**config.mk**
```make
export PLATFORM = sky130hd
export DESIGN_NAME = led_breathing_debounced_speed
export DESIGN_NICKNAME = d
export VERILOG_FILES = /design/src/rtl/core/lbds_pkg.sv /design/src/rtl/core/led_breathing_debounced_speed.sv
export SDC_FILE = /design/constraint.sdc
export NUM_CORES = 1
export LEC_CHECK = 0
export ABC_CLOCK_PERIOD_IN_PS = 9300
export BUFFER_PORTS_ARGS = -buffer_cell sky130_fd_sc_hd__buf_2
export CAP_MARGIN = 30
export CELL_PAD_IN_SITES_DETAIL_PLACEMENT = 0
export CELL_PAD_IN_SITES_GLOBAL_PLACEMENT = 1
export CORE_AREA = 2 2 273 221
export DETAILED_ROUTE_END_ITERATION = 6
export DIE_AREA = 0 0 275 223
export GPL_TIMING_DRIVEN = 0
export PLACE_DENSITY_LB_ADDON = 0.1
export REMOVE_ABC_BUFFERS = 1
export SLEW_MARGIN = 20
export SYNTH_ARGS = -nofsm -noshare
export SYNTH_HDL_FRONTEND = slang
export SYNTH_SLANG_ARGS = --single-unit
```
**constraint.sdc**
```tcl
create_clock -name clk -period 9.3 [get_ports clk]
set_input_delay 0.93 -clock clk [delete_from_list [all_inputs] [get_ports clk]]
set_output_delay 0.93 -clock clk [all_outputs]
set_load 0.1 [all_outputs]
```
**src/rtl/core/lbds_pkg.sv**
```systemverilog
// Package for the debounced-speed LED breathing block: types, codes and reset values.
package lbds_pkg;

    // Quarter-wave table holds QUARTER_POINTS + 1 entries, within reach of the 6-bit index
    localparam int QUARTER_POINTS = 32;

    // Input item codes
    typedef enum logic [0:0] {
        CMD_TICK        = 1'b0,
        CMD_TABLE_WRITE = 1'b1
    } command_t;

    // Configuration register indexes
    typedef enum logic [7:0] {
        CFG_DEBOUNCE_COUNT    = 8'd0,
        CFG_SHORT_PRESS_TICKS = 8'd1,
        CFG_LONG_PRESS_TICKS  = 8'd2,
        CFG_UPDATE_DIVIDER    = 8'd3
    } cfg_index_t;

    typedef logic [15:0] cfg_data_t;
    typedef logic [8:0]  duty_t;
    typedef logic [2:0]  level_t;

    // Configuration reset values
    localparam logic [7:0]  DEBOUNCE_COUNT_RST    = 8'd10;
    localparam logic [15:0] SHORT_PRESS_TICKS_RST = 16'd20;
    localparam logic [15:0] LONG_PRESS_TICKS_RST  = 16'd2048;
    localparam logic [4:0]  UPDATE_DIVIDER_RST    = 5'd16;

    // Duty and level constants
    localparam duty_t  DUTY_IDLE = 9'd511;
    localparam duty_t  DUTY_MID  = 9'd256;
    localparam level_t LEVEL_MAX = 3'd5;

endpackage

```
**src/rtl/core/led_breathing_debounced_speed.sv**
```systemverilog
// Top level of the LED breathing controller with debounced speed button and cosine table.
// A tick that produces a duty value reads the table into the read stage at its accepting
// edge; the output register loads from the read stage once the output side is free.
// Throughput: one transaction per cycle unless the output holds off the read stage; the
// single-port table is read at most once per tick, written once per in-range table write.
// Reset: control state and configuration registers take their reset values asynchronously;
// the table is undefined until written and needs no clearing pass.
module led_breathing_debounced_speed (
    input  logic                  clk,
    input  logic                  rst_n,
    // input channel
    input  logic                  in_valid,
    output logic                  in_ready,
    input  logic                  command,
    input  logic                  button_level,
    input  logic [5:0]            table_index,
    input  logic [7:0]            table_value,
    // output channel
    output logic                  out_valid,
    input  logic                  out_ready,
    output lbds_pkg::duty_t       duty_value,
    output lbds_pkg::level_t      speed_level,
    output logic                  stable_level,
    // configuration channel
    input  logic                  cfg_valid,
    output logic                  cfg_ready,
    input  lbds_pkg::cfg_index_t  cfg_index,
    input  lbds_pkg::cfg_data_t   cfg_data
);
    import lbds_pkg::*;

    localparam int DEPTH = QUARTER_POINTS + 1;
    localparam int AW    = $clog2(DEPTH);
    localparam int PW    = $clog2(4 * QUARTER_POINTS + 17);

    localparam logic [PW-1:0] PH_Q1  = PW'(QUARTER_POINTS);
    localparam logic [PW-1:0] PH_Q2  = PW'(2 * QUARTER_POINTS);
    localparam logic [PW-1:0] PH_Q3  = PW'(3 * QUARTER_POINTS);
    localparam logic [PW-1:0] PH_TOP = PW'(4 * QUARTER_POINTS);

    // Configuration registers
    logic [7:0]  debounce_count_reg;
    logic [15:0] short_press_reg;
    logic [15:0] long_press_reg;
    logic [4:0]  update_divider_reg;

    // Tick state
    logic          last_raw_reg,  last_raw_next;
    logic [7:0]    agree_reg,     agree_next;
    logic          debounced_reg, debounced_next;
    logic [15:0]   press_reg,     press_next;
    level_t        level_reg,     level_next;
    logic [PW-1:0] phase_reg,     phase_next;
    logic [4:0]    tdiv_reg,      tdiv_next;

    // Table memory and read port
    logic [7:0]    table_mem [DEPTH];
    logic [7:0]    rd_data_reg;
    logic [AW-1:0] rd_addr;
    logic [AW-1:0] wr_addr;
    logic          wr_en;
    logic          rd_en;

    // Read stage
    logic   s1_valid_reg;
    logic   s1_idle_reg,   s1_idle_next;
    logic   s1_neg_reg,    s1_neg_next;
    level_t s1_level_reg;
    logic   s1_stable_reg;
    logic   s1_advance;

    // Output register
    logic   out_valid_reg;
    duty_t  duty_reg;
    level_t level_out_reg;
    logic   stable_out_reg;

    logic   in_accept;
    logic   tick;
    logic   emit;
    logic   tdiv_hit;
    logic [4:0]    tdiv_inc;
    logic [PW-1:0] phase_mid;
    logic [PW-1:0] phase_sum;
    logic [PW-1:0] phase_new;
    logic [PW-1:0] idx_wide;
    duty_t         duty_calc;

    // Handshakes
    assign cfg_ready  = 1'b1;
    assign s1_advance = s1_valid_reg && (!out_valid_reg || out_ready);
    assign in_ready   = !s1_valid_reg || s1_advance;
    assign in_accept  = in_valid && in_ready;
    assign tick       = in_accept && (command == CMD_TICK);
    assign wr_en      = in_accept && (command == CMD_TABLE_WRITE)
                        && (32'(table_index) <= 32'(QUARTER_POINTS));
    assign wr_addr    = AW'(table_index);

    // Configuration writes
    always_ff @(posedge clk or negedge rst_n)
    begin
        if (!rst_n)
        begin
            debounce_count_reg <= DEBOUNCE_COUNT_RST;
            short_press_reg    <= SHORT_PRESS_TICKS_RST;
            long_press_reg     <= LONG_PRESS_TICKS_RST;
            update_divider_reg <= UPDATE_DIVIDER_RST;
        end
        else if (cfg_valid && cfg_ready)
        begin
            unique case (cfg_index)
                CFG_DEBOUNCE_COUNT:    debounce_count_reg <= cfg_data[7:0];
                CFG_SHORT_PRESS_TICKS: short_press_reg    <= cfg_data;
                CFG_LONG_PRESS_TICKS:  long_press_reg     <= cfg_data;
                CFG_UPDATE_DIVIDER:    update_divider_reg <= cfg_data[4:0];
                default: ;
            endcase
        end
    end

    // Tick update: divider, debounce, press handling, phase step
    always_comb
    begin
        tdiv_inc       = tdiv_reg + 5'd1;
        last_raw_next  = last_raw_reg;
        agree_next     = agree_reg;
        debounced_next = debounced_reg;
        press_next     = press_reg;
        level_next     = level_reg;
        phase_mid      = phase_reg;

        // debounce on consecutive equal samples
        if (button_level != last_raw_reg)
        begin
            last_raw_next = button_level;
            agree_next    = 8'd0;
        end
        else
        begin
            if (agree_reg <= debounce_count_reg && agree_reg != 8'hFF)
                agree_next = agree_reg + 8'd1;
            if (agree_next == debounce_count_reg)
                debounced_next = button_level;
        end

        // press length and release action
        if (!debounced_next)
        begin
            if (press_reg != 16'hFFFF)
                press_next = press_reg + 16'd1;
        end
        else
        begin
            if (press_reg >= long_press_reg)
            begin
                level_next = '0;
                phase_mid  = '0;
            end
            else if (press_reg >= short_press_reg && level_reg < LEVEL_MAX)
            begin
                level_next = level_reg + 3'd1;
            end
            press_next = '0;
        end

        // phase step and wrap
        tdiv_hit  = (tdiv_inc == update_divider_reg);
        tdiv_next = tdiv_hit ? 5'd0 : tdiv_inc;
        phase_sum = phase_mid + (PW'(1) << (level_next - 3'd1));
        phase_new = (phase_sum > PH_TOP) ? '0 : phase_sum;
        emit      = tdiv_hit;
        rd_en     = tdiv_hit && (level_next != '0);
        phase_next = rd_en ? phase_new : phase_mid;

        // quadrant mirror and sign
        priority if (phase_new < PH_Q1)
        begin
            idx_wide    = phase_new;
            s1_neg_next = 1'b0;
        end
        else if (phase_new < PH_Q2)
        begin
            idx_wide    = PH_Q2 - phase_new;
            s1_neg_next = 1'b1;
        end
        else if (phase_new < PH_Q3)
        begin
            idx_wide    = phase_new - PH_Q2;
            s1_neg_next = 1'b1;
        end
        else
        begin
            idx_wide    = PH_TOP - phase_new;
            s1_neg_next = 1'b0;
        end
        rd_addr      = AW'(idx_wide);
        s1_idle_next = (level_next == '0);
    end

    always_ff @(posedge clk or negedge rst_n)
    begin
        if (!rst_n)
        begin
            last_raw_reg  <= 1'b1;
            agree_reg     <= '0;
            debounced_reg <= 1'b0;
            press_reg     <= '0;
            level_reg     <= '0;
            phase_reg     <= '0;
            tdiv_reg      <= '0;
        end
        else if (tick)
        begin
            last_raw_reg  <= last_raw_next;
            agree_reg     <= agree_next;
            debounced_reg <= debounced_next;
            press_reg     <= press_next;
            level_reg     <= level_next;
            phase_reg     <= phase_next;
            tdiv_reg      <= tdiv_next;
        end
    end

    // Table memory: one write or one read per transaction
    always_ff @(posedge clk)
    begin
        if (wr_en)
            table_mem[wr_addr] <= table_value;
        if (tick && rd_en)
            rd_data_reg <= table_mem[rd_addr];
    end

    // Read stage control
    always_ff @(posedge clk or negedge rst_n)
    begin
        if (!rst_n)
            s1_valid_reg <= 1'b0;
        else if (in_ready)
            s1_valid_reg <= tick && emit;
    end

    always_ff @(posedge clk)
    begin
        if (tick && emit)
        begin
            s1_idle_reg   <= s1_idle_next;
            s1_neg_reg    <= s1_neg_next;
            s1_level_reg  <= level_next;
            s1_stable_reg <= debounced_next;
        end
    end

    // Duty from table entry
    always_comb
    begin
        if (s1_idle_reg)
            duty_calc = DUTY_IDLE;
        else if (s1_neg_reg)
            duty_calc = DUTY_MID - {1'b0, rd_data_reg};
        else
            duty_calc = DUTY_MID + {1'b0, rd_data_reg};
    end

    // Output register
    always_ff @(posedge clk or negedge rst_n)
    begin
        if (!rst_n)
            out_valid_reg <= 1'b0;
        else if (s1_advance)
            out_valid_reg <= 1'b1;
        else if (out_ready)
            out_valid_reg <= 1'b0;
    end

    always_ff @(posedge clk)
    begin
        if (s1_advance)
        begin
            duty_reg       <= duty_calc;
            level_out_reg  <= s1_level_reg;
            stable_out_reg <= s1_stable_reg;
        end
    end

    assign out_valid    = out_valid_reg;
    assign duty_value   = duty_reg;
    assign speed_level  = level_out_reg;
    assign stable_level = stable_out_reg;

endmodule

```
==> metrics.md, run 1 <==
| Metric | Value |
|---|---|
| Status | finished clean |
| Number of flip-flops in the largest register | 264 |
| Crit path time final | 9.00 ns |
| Largest Register | table_mem |
| Flops & latches, synth | 380 |
| Most frequent cell after synthesis | edfxtp_1 |
| 1st-iter DRT viols | 742 |
| DR vias | 11,200 |
| Sink Count | 380 |
| Fin util | 0.360 |
| Crit path from | debounce_count_reg[1]$_DFFE_PN1P_ |
| P per Cell Area | 180 nW/µm² |
| Number of remaining DRC errors | 0 |
| Gr usage total | 0.159 |
| Placed instance area | 18,800 µm² |
| Slowest stage delay, CP | 0.64 ns |
| Sw frac | 0.233 |
| Global-route wire length before repair | 72.5 mm |
| Filler cells | 5,777 |
| Height of the die | 223 µm |
| Antenna diode count | 0 |
| Max Fclk | 111 MHz |
| Overall power | 3.81 mW |
| Clock Path Buffers | 3 |
| H-Tree Depth | 2 |
| Sequential area share after synthesis | 0.627 |
| Synth top area share | 0.500 |
| Synth Cell Area | 17,500 µm² |
| Max_cap viols | 0 |
| Drt pass-1 iters | 4 |
| Hold Buf Count CTS | 0 |
| Rel. slew slack | 0.380 |
| WP data arrival | 9.31 ns |
| Synth warn | 0 |
| I/O pin count | 61 |
| Worst skew pair latency | 0.56 ns |
| R2R Setup Slk | 0.30 ns |
| CP Class | reg -> reg |
| Share of layout cells above drive strength 1 | 0.234 |
| Synth Flop Type | edfxtp_1 |
| Critical Path RT | 9.61 ns |
| Largest cells by area after synthesis | edfxtp_1, dfrtp_1, nand2_1 |
| Startpoint Class | register |
| Critical R2R Launch | debounce_count_reg[1]$_DFFE_PN1P_ |
| Final Cell Area | 21,200 µm² |
| Avg WL per Cell | 20.7 µm |
| Die width | 275 µm |
| Final net count | 1,596 |
| Count of final setup violators | 0 |
| DR vias/cell | 4.85 |
| Total CTS buffers | 43 |
| CORE AREA | 58,900 µm² |
| Worst slew pin tran | 0.926 ns |
| Hold_ws | 0.328 ns |
| Gp weighted congestion | 0.745 |
| Fin. Hold Viols | 0 |
| Net switching power | 888 µW |
| Initial antenna violation count | 1 |
| Lkg Pwr | 7.88 nW |
| Root buffer cell | clkbuf_16 |
| VDD IR-drop max | 0.000102 V |
| Post-synth EDFFs | 291 |
| Post-synth top cells | edfxtp_1, nand2_1, nor2_1, dfrtp_1, o21ai_0 |
| Yosys cell types | 82 |
| Starting Density | 0.297 |
| Vias in the first global route | 11,000 |
| Site row count | 80 |
| Final WL | 47.7 mm |
| Period utilisation layout | 0.968 |
| Post-route ant nets | 0 |
| Syn Area/Cell | 12.8 µm² |
| CTS tree | yes |
| IO buf count | 59 |
| Reg clk slew, reported paths | 0.06 ns |
| Largest fanout on the critical path | 12 |
| Clock skew | 0.0168 ns |
| Final slew viol count | 0 |
| Sequential share of power | 0.503 |
| Comb pwr share | 0.066 |
| Total congestion overflow | 0 |
| Clk pwr share | 0.431 |
| Slowest-stage cell, CP | a2111o_2 |
| Leading area contributor after synthesis | edfxtp_1 |
| Die area | 61,300 µm² |
| Async set-reset flop share out of synthesis | 0.234 |
| Cell-internal power | 2.92 mW |
| Crit. End Element | register |
| Pin count of the biggest net entering global routing | 53 |
| Cells after synthesis | 1,367 |
| Dpl hpwl | 31.3 mm |
| Hold WC Path Type | in -> async |
| P&R area growth vs syn | 21.1% |
-- layout make-up --
cell class | count | area [µm²] | share of cell area
Multi-Input combinational cell | 880 | 6550 | 0.309
Inverter | 55 | 221 | 0.0105
Clock inverter | 24 | 205 | 0.00968
Clock buffer | 54 | 1140 | 0.0537
Sequential cell | 380 | 11000 | 0.518
Tap cell | 779 | 975 | 0.0460
Timing Repair Buffer | 135 | 1120 | 0.0529
-- critical path, delay by kind of cell (launching register included) --
family                     cells  cell delay, ns
adders and majority gates      4            0.83
AOI/OAI and AO/OA             12            3.10
and+or+nand+nor               13            2.97
DFF                            1            0.56
xor gates and xnor gates       1            0.16
muxes                          2            0.72
buffers and inverters          4            0.39
-- path summary, 6_finish.rpt --
path                                                           to  depth (start not counted)
worst min-delay path                     agree_reg[5]$_DFFE_PN0P_                          1
worst max register to register           rd_data_reg[5]$_DFFE_PP_                         36
worst max-delay path                     rd_data_reg[5]$_DFFE_PP_                         36
max in group asynchronous       update_divider_reg[4]$_DFFE_PN1P_                          2
min in group clk                           stable_level$_DFFE_PP_                          0
worst min register to register             stable_level$_DFFE_PP_                          0
-- what timing repair did --
action,CTS,global route
gates resized for setup,71,44
pin swaps,31,36
gates cloned,4,1
endpoints found under the setup margin,8,8
setup buffers,28,18
-- cell families after synthesis --
group           count (synthesis)  synth area share
other cells                     1          0.000214
buf+inv                       108            0.0272
fa+ha+maj                      56            0.0405
xor+xnor                       46            0.0230
compound gates                206            0.0781
flops                         380             0.627
simple gates                  452             0.120
mux                           118            0.0836
-- power groups by stage --
stage	clock, mW	combinational, mW	sequential, mW
finish	1.64	0.252	1.91
global route	1.77	0.291	1.92
CTS	1.70	0.254	1.91
detailed placement	0	0.251	1.95
global placement	0	0.248	1.95
floorplan	0	0.152	1.93
-- metrics by stage --
stage | setup slack [ns] | std cells | setup TNS, ns
5_1_grt | -0.0490 | 2307 | -0.175
4_1_cts | 0.0260 | 2284 | 0
3_5_place_dp | -3.44 | 2175 | -25.38
6_report | 0.301 | 2307 | 0
2_1_floorplan | -1.89 | 1314 | -13.84
3_3_place_gp | -6.90 | 2152 | -54.06
-- placed cells by master (no fill, tap or decap), types with 8 or more instances in the layout --
master | Yosys | final
a21o_1 | 16 | 16
a31oi_1 | 9 | 8
nand4_1 | 15 | 15
inv_1 | 53 | 48
buf_4 | 7 | 55
clkbuf_1 | 30 | 9
nand3b_1 | 9 | 9
a21oi_1 | 31 | 23
nor2_1 | 93 | 80
clkinv_1 | 1 | 15
nor2_4 | 0 | 8
dfrtp_1 | 82 | 80
buf_2 | 10 | 58
edfxtp_1 | 291 | 291
xnor2_1 | 21 | 18
xor2_1 | 25 | 22
a211oi_1 | 9 | 8
nand2b_1 | 8 | 8
a21oi_2 | 2 | 8
mux2_2 | 43 | 42
mux2i_1 | 56 | 52
nor2b_1 | 13 | 13
nand2_1 | 190 | 184
clkbuf_16 | 0 | 44
o21ai_0 | 68 | 67
mux4_2 | 18 | 18
and3_1 | 16 | 15
nor3_1 | 20 | 16
o22ai_1 | 10 | 10
ha_1 | 55 | 50
nand3_1 | 45 | 45
-- routing by layer --
layer | GRT usage | routed length (µm) | vias to the layer above
met5 | 0 | 0 | -
met4 | 0.0408 | 932 | 0
met3 | 0.0223 | 1720 | 71
met2 | 0.231 | 20500 | 177
met1 | 0.245 | 24500 | 5613
li1 | - | - | 5333
Note: power is estimated with default switching activity, not from simulation.
==> run 2, diff against run 1 <==
--- a/config.mk
+++ b/config.mk
@@ -14,6 +14,7 @@
 export DETAILED_ROUTE_END_ITERATION = 6
 export DIE_AREA = 0 0 275 223
 export GPL_TIMING_DRIVEN = 0
+export MAX_ROUTING_LAYER = met4
 export PLACE_DENSITY_LB_ADDON = 0.1
 export REMOVE_ABC_BUFFERS = 1
 export SLEW_MARGIN = 20
==> run 2 against run 1 <==
  * Clock power hardly changed
  * Total power hardly changed
  * First-iteration DRC count is 8.0% higher
  * Die area stayed put
  * Combinational power hardly changed
  * Cell area stayed put
==> metrics.md, run 2 (synthesized netlist as in run 1, its figures left out) <==
| Metric | Value |
|---|---|
| RSZ-0062 raised after global routing | true |
| CP Class | reg -> reg |
| Height of the die | 223 µm (unchanged) |
| Status | finished clean |
| DR vias/cell | 4.85 (about the same) |
| Crit. End Element | register |
| Net switching power | 890 µW (+0.29%) |
| Setup ws final | 0.303 ns (+0.00215 ns) |
| Sequential share of power | 0.502 (about the same) |
| Hold WC Path Type | in -> async |
| Sink Count | 380 (unchanged) |
| Cell-internal power | 2.92 mW (about the same) |
| Lkg Pwr | 7.88 nW (unchanged) |
| Slowest stage delay, CP | 0.64 ns (about the same) |
| Root buffer cell | clkbuf_16 |
| Gp weighted congestion | 0.755 (+1.3%) |
| Most common cell after layout, fill and taps aside | edfxtp_1 |
| Slowest-stage cell, CP | a2111o_2 |
| Final slew viol count | 0 (unchanged) |
| Critical Path RT | 9.61 ns (about the same) |
| CTS tree | yes |
| P&R area growth vs syn | 21.1% (unchanged) |
| Max_cap viols | 0 (unchanged) |
| Rel. slew slack | 0.391 (+0.0105) |
| Largest fanout on the critical path | 12 (unchanged) |
| Critical path's top delay family | compound AO/OA/AOI/OAI gates |
| P per Cell Area | 180 nW/µm² (about the same) |
| Initial antenna violation count | 1 (unchanged) |
| Antenna diode count | 0 (unchanged) |
| Hold Buf Count CTS | 0 (unchanged) |
| Share of layout cells above drive strength 1 | 0.234 (unchanged) |
| Final WL | 47.7 mm (about the same) |
| Fin. Hold Viols | 0 (unchanged) |
| Die area | 61,300 µm² (unchanged) |
| CORE AREA | 58,900 µm² (unchanged) |
| Worst skew pair latency | 0.56 ns (about the same) |
| Site row count | 80 (unchanged) |
| Global-route wire length before repair | 72.5 mm (about the same) |
| DR vias | 11,200 (-0.080%) |
| I/O pin count | 61 (unchanged) |
| Filler cells | 5,777 (unchanged) |
| Buf/Inv on CP | 4 (unchanged) |
| Count of final setup violators | 0 (unchanged) |
| Starting Density | 0.297 (unchanged) |
| Fin util | 0.360 (unchanged) |
| Placed Cells | 2,175 (unchanged) |
| Clock Path Buffers | 3 (unchanged) |
| Largest Register | table_mem |
| Clock skew | 0.0161 ns (-0.000697 ns) |
| Reg clk slew, reported paths | 0.06 ns (about the same) |
| Gr usage total | 0.164 (+0.00495) |
| Total CTS buffers | 43 (unchanged) |
| Final Cell Area | 21,200 µm² (unchanged) |
| Clk pwr share | 0.431 (about the same) |
| Worst slew pin tran | 0.911 ns (-0.0156 ns) |
| Final Instance Count excl. Fillers | 2,307 (unchanged) |
| Die width | 275 µm (unchanged) |
| TNS Setup | 0 ns (unchanged) |
| Max Fclk | 111 MHz (about the same) |
| Avg WL per Cell | 20.7 µm (about the same) |
| Startpoint Class | register |
| Sw frac | 0.234 (+0.000513) |
| Post-route ant nets | 0 (unchanged) |
| Placed instance area | 18,800 µm² (unchanged) |
| Drt pass-1 iters | 5 (+1) |
| H-Tree Depth | 2 (unchanged) |
| 1st-iter DRT viols | 801 (+8.0%) |
| WP data arrival | 9.31 ns (about the same) |
| Number of flip-flops in the largest register | 264 (unchanged) |
| Total congestion overflow | 0 (unchanged) |
| Final net count | 1,596 (unchanged) |
| Dpl hpwl | 31.3 mm (unchanged) |
| IO buf count | 59 (unchanged) |
| VDD IR-drop max | 0.000102 V (about the same) |
| Commonest cells after routing, fill and taps aside | edfxtp_1, nand2_1, nor2_1, dfrtp_1, o21ai_0 |
| Crit path time final | 9.00 ns (-0.00215 ns) |
| Comb pwr share | 0.066 (about the same) |
| Vias in the first global route | 11,000 (unchanged) |
| Period utilisation layout | 0.967 (about the same) |
| Pin count of the biggest net entering global routing | 53 (unchanged) |
| Number of remaining DRC errors | 0 (unchanged) |
| DP Worst Slack | -3.44 ns (unchanged) |
run 2: cell counts in the layout (fill, tap and decap cells not counted):
Identical to the previous run, type by type.
run 2: metrics by stage:
| stage | total power [mW] | hold WS [ns] |
|---|---|---|
| 5_1_grt | 3.98 | 0.359 |
| 3_5_place_dp | 2.20 | 0.413 |
| 2_1_floorplan | 2.09 | 0.400 |
| 3_3_place_gp | 2.20 | 0.404 |
| 4_1_cts | 3.87 | 0.325 |
| 6_report | 3.81 | 0.326 |
run 2: repair_timing:
item                       4_1_cts  5_1_grt
cloned                           4        1
gates resized for setup         71       44
pin swaps                       31       36
setup endpoints to repair        8        8
setup buffers                   28       18
run 2: path summary, 6_finish.rpt:
| check | start | endpoint | slack [ns] | depth (start not counted) |
|---|---|---|---|---|
| max | debounce_count_reg[1]$_DFFE_PN1P_ | rd_data_reg[5]$_DFFE_PP_ | 0.30 | 36 |
| min | rst_n | agree_reg[3]$_DFFE_PN0P_ | 0.33 | 1 |
| max reg2reg | debounce_count_reg[1]$_DFFE_PN1P_ | rd_data_reg[5]$_DFFE_PP_ | 0.30 | 36 |
| min reg2reg | s1_level_reg[1]$_DFFE_PP_ | speed_level[1]$_DFFE_PP_ | 0.42 | 0 |
| max in group asynchronous | rst_n | update_divider_reg[4]$_DFFE_PN1P_ | 8.29 | 2 |
| min in group clk | s1_level_reg[1]$_DFFE_PP_ | speed_level[1]$_DFFE_PP_ | 0.42 | 0 |
run 2: worst reg2reg max path: cells and delay by family, from the launching register on:
kind            cells  cell delay [ns]
mux                 2             0.72
buf+inv             4             0.39
flops               1             0.56
simple gates       13             2.98
xor+xnor            1             0.15
fa+ha+maj           4             0.83
compound gates     12             3.11
run 2: layout make-up:
class	instances	area, µm²	area share
Clock buffer	54	1140	0.0537
Clock inverter	24	205	0.00968
Inverter	55	221	0.0105
Multi-Input combinational cell	880	6550	0.309
Sequential cell	380	11000	0.518
Tap cell	779	975	0.0460
Timing Repair Buffer	135	1120	0.0529
run 2: power groups by stage:
stage / Sequential (mW) / Clock, mW / Combinational (mW)
4_1_cts: 1.91 / 1.70 / 0.254
5_1_grt: 1.92 / 1.77 / 0.291
3_5_place_dp: 1.95 / 0 / 0.251
6_report: 1.91 / 1.64 / 0.252
2_1_floorplan: 1.93 / 0 / 0.152
3_3_place_gp: 1.95 / 0 / 0.248
run 2: layer usage:
metal / share of wire / wire (µm) / vias to the layer above / GRT usage
met5: 0 / 0 / - / -
met4: 0.020 / 930 / 0 / 0.0408
met3: 0.033 / 1600 / 74 / 0.0223
met2: 0.43 / 20600 / 154 / 0.231
met1: 0.51 / 24500 / 5627 / 0.246
li1: - / - / 5330 / -
